==> src/rtl/ill_ram.sv <==
// ----------------------------------------------------------------------------
// ill_ram: simple dual port synchronous RAM
// One write port, one read port, registered read data.
// ----------------------------------------------------------------------------
module ill_ram #(
	parameter int DEPTH = 256,
	parameter int WIDTH = 8
) (
	input  logic                     clk,
	input  logic                     we,
	input  logic [$clog2(DEPTH)-1:0] waddr,
	input  logic [WIDTH-1:0]         wdata,
	input  logic [$clog2(DEPTH)-1:0] raddr,
	output logic [WIDTH-1:0]         rdata
);

	logic [WIDTH-1:0] mem [DEPTH];

	// write port
	always_ff @(posedge clk) begin
		if (we) begin
			mem[waddr] <= wdata;
		end
	end

	// registered read port
	always_ff @(posedge clk) begin
		rdata <= mem[raddr];
	end

endmodule

==> config.mk <==
export PLATFORM = sky130hd
export DESIGN_NAME = ill_ram
export DESIGN_NICKNAME = d
export VERILOG_FILES = /design/src/rtl/ill_ram.sv
export SDC_FILE = /design/constraint.sdc
export NUM_CORES = 2
export LEC_CHECK = 0
export ABC_CLOCK_PERIOD_IN_PS = 2500
export BUFFER_PORTS_ARGS = -buffer_cell sky130_fd_sc_hd__buf_2
export CAP_MARGIN = 10
export CORE_UTILIZATION = 25
export CTS_CLUSTER_SIZE = 12
export DETAILED_ROUTE_END_ITERATION = 8
export PLACE_DENSITY = 0.5
export SKIP_LAST_GASP = 1
export SLEW_MARGIN = 30
export SYNTH_ARGS = -nofsm -noshare
export SYNTH_HDL_FRONTEND = slang
export SYNTH_SLANG_ARGS = --single-unit
==> constraint.sdc <==
create_clock -name clk -period 2.5 [get_ports clk]
set_input_delay 0 -clock clk [delete_from_list [all_inputs] [get_ports clk]]
set_output_delay 0 -clock clk [all_outputs]
set_load 0.02 [all_outputs]
==> results.cfg <==
[run_status]
run_status = completed

[floorplan]
die_y_um = 566
coreArea_um2 = 316000
fp.dieW_um = 566
ios = 34
rows = 206
dieArea_um2 = 320000
initial_utilization = 0.252

[synth]
synth_seq_area_share = 0.775
synthTopCellsByArea = edfxtp_1 77%, mux4_2 13%, mux2i_1 1.7%
syn-cell-area_um2 = 79600
synth_edf_count = 2048
ys_warn_count = 0
async_flop_share = 0
synth_most_common_cell = edfxtp_1
synth.distinct_cells = 55
synth_fp_nets = 3759
synthCells = 3733
synth_top_area_frac = 0.773
synthTopCellsByCount = 2048 x edfxtp_1, 454 x mux4_2, 282 x nor2_1
syn_area_per_cell_um2 = 21.3
yosysTopAreaCell = edfxtp_1
ys_ff_latch = 2056
synth_ff_type = edfxtp_1

[grt]
overflow = 0
grt_pass1_wl_mm = 312
grt_pass1_vias = 41472
grtUsageTotal = 0.134
antenna_found_initial = 21
grt_max_degree = 110

[cts]
htree_levels = 4
cts_inserted_buffers = 215
clock_sinks = 2056
cts_tree = done
cts_setup_buffers = 0
clk_pin_slew_worst_paths_ns = 0.06
cts_root_buffer = clkbuf_16
clk_path_buf_depth = 3
insertion_delay_ns = 0.87

[pwr]
clkPwrFrac = 0.413
ir_drop_v = 0.000763
switching_power_mw = 15.8
swShare = 0.221
cellPowerDensity_nw_per_um2 = 750
internal_power_mw = 56.0
leakage_nw = 30.0
combPwrFrac = 0.056
p_seq_frac = 0.530

[drt]
drt_iter0_drc = 3783
wl_per_cell_um = 25.2
viasPerCell = 4.61
post-route-drc-count = 0
first_pass_iters = 5
ant_nets = 0
wl_mm = 219
dr_total_vias = 40041

[timing]
finalHoldViolations = 0
max_freq_mhz = 409
finClkSkew_ns = 0.0727
slew_headroom = 0.403
rsz0062_at_grt = false
setup_viol = 0
tns_ns = 0
worst_pin_slew_ns = 0.895
fin_crit_ns = 2.45
setup_slack_ns = 0.0529
drv_slew = 0
period_share = 0.979

[layout]
drive_gt1_frac = 0.305
fin_area_um2 = 95800
fin_nets = 4379
final_core_util = 0.304
synthToLayoutAreaGrowth_pct = 20.5

[placed_design]
dp.final_hpwl_mm = 140
dp_slack_ns = -0.589
port_buffers = 33
place_congestion = 0.808
postPlaceCellArea_um2 = 89100

[critical_path]
worst-setup-path-type = reg -> reg
cpMostUsedCell = buf_4
path_max_fanout = 1
cp.required_ns = 3.22
slowest_delay_ns = 0.50
cp_top_family = compound AO/OA/AOI/OAI gates
cpMaxStageDelayCell = mux4_2
cp-start-kind = flip-flop
critical_path.cell_chain = mux4_2 > a22o_1 > a221oi_2 > buf_4 > o32ai_1 > nor3_4 > buf_4 > nor4_1
cp_num_buf_inv = 2
crit_arrival_ns = 3.17
endpoint_kind = flip-flop

[min_path]
hold_class = in -> reg

[flow_run]
maxCapViolations = 0
==> tightest hold or removal path, delay by kind of cell <==
kind | cells | cell delay (ns)
buf+inv | 2 | 0.42
simple gates | 2 | 0.29
==> layout make-up <==
type / count / area (um2)
Antenna cell: 10 / 25.0
Clock buffer: 272 / 5640
Clock inverter: 111 / 846
Fill cell: 30410 / 220000
Inverter: 2 / 7.51
Multi-Input combinational cell: 1442 / 16600
Sequential cell: 2056 / 61700
Tap cell: 4160 / 5200
Timing Repair Buffer: 636 / 5880
==> power groups by stage <==
stage	registers [mW]	logic, mW	clock network (mW)
finish	38.1	4.03	29.7
CTS	38.1	4.10	30.4
floorplan	38.8	1.85	0
global placement	38.8	4.03	0
global route	38.1	4.26	31.6
detailed placement	38.8	4.06	0
==> layer usage <==
layer,global-route usage,vias up,wire length (um)
li1,-,16956,-
met5,0,-,13
met2,0.226,1151,109000
met4,0.0305,2,4430
met3,0.0215,271,11900
met1,0.181,21661,93700
==> flip-flops by register name, indices dropped and copies added, names as in the netlist <==
name / cells
mem: 2048
rdata: 8
==> final timing paths <==
path | from | endpoint | slack [ns] | cells past startpoint
max | mem[83][5] | rdata[5] | 0.05 | 8
min | we | mem[218][2] | 0.07 | 4
max reg2reg | mem[83][5] | rdata[5] | 0.05 | 8
min reg2reg | mem[61][2] | rdata[2] | 1.12 | 7
==> timing repair <==
item,in CTS,in global routing
gates resized for setup,6,3
hold endpoints to repair,2085,0
pin swaps,0,1
endpoints found under the setup margin,5,3
hold buffers,17,0
==> stage by stage <==
stage | total power [mW] | hold WS [ns] | cells
floorplan | 40.6 | 0.0989 | 3733
global placement | 42.9 | 0.421 | 8279
detailed placement | 42.9 | 0.433 | 8279
CTS | 72.6 | 0.00447 | 8679
global route | 74.0 | 0.0467 | 8685
finish | 71.8 | 0.0680 | 8689
==> kinds of logic (layout without fill, tap and decap cells) <==
| kind of cell | count (synthesis) | in the layout | share of synthesized area |
|---|---|---|---|
| multiplexers | 591 | 591 | 0.146 |
| flip-flops | 2056 | 2056 | 0.775 |
| other | 0 | 10 | 0 |
| AO/OA/AOI/OAI | 385 | 385 | 0.0342 |
| AND/OR/NAND/NOR | 466 | 466 | 0.0263 |
| buffers and inverters | 235 | 1021 | 0.0183 |
==> cell usage in the layout, fill, tap and decap left out, types with 28 or more instances in the layout <==
cell type,instances
buf_12,83
mux4_2,454
nor2b_1,28
nand2_1,33
buf_4,505
nand3_1,31
clkbuf_16,216
o221ai_1,46
clkinv_1,58
nor2_1,279
a21oi_1,96
a22oi_1,133
edfxtp_1,2048
clkinv_2,31
o22ai_1,28
mux2i_1,134
clkbuf_1,54
Power figures use the tool's default switching activity.
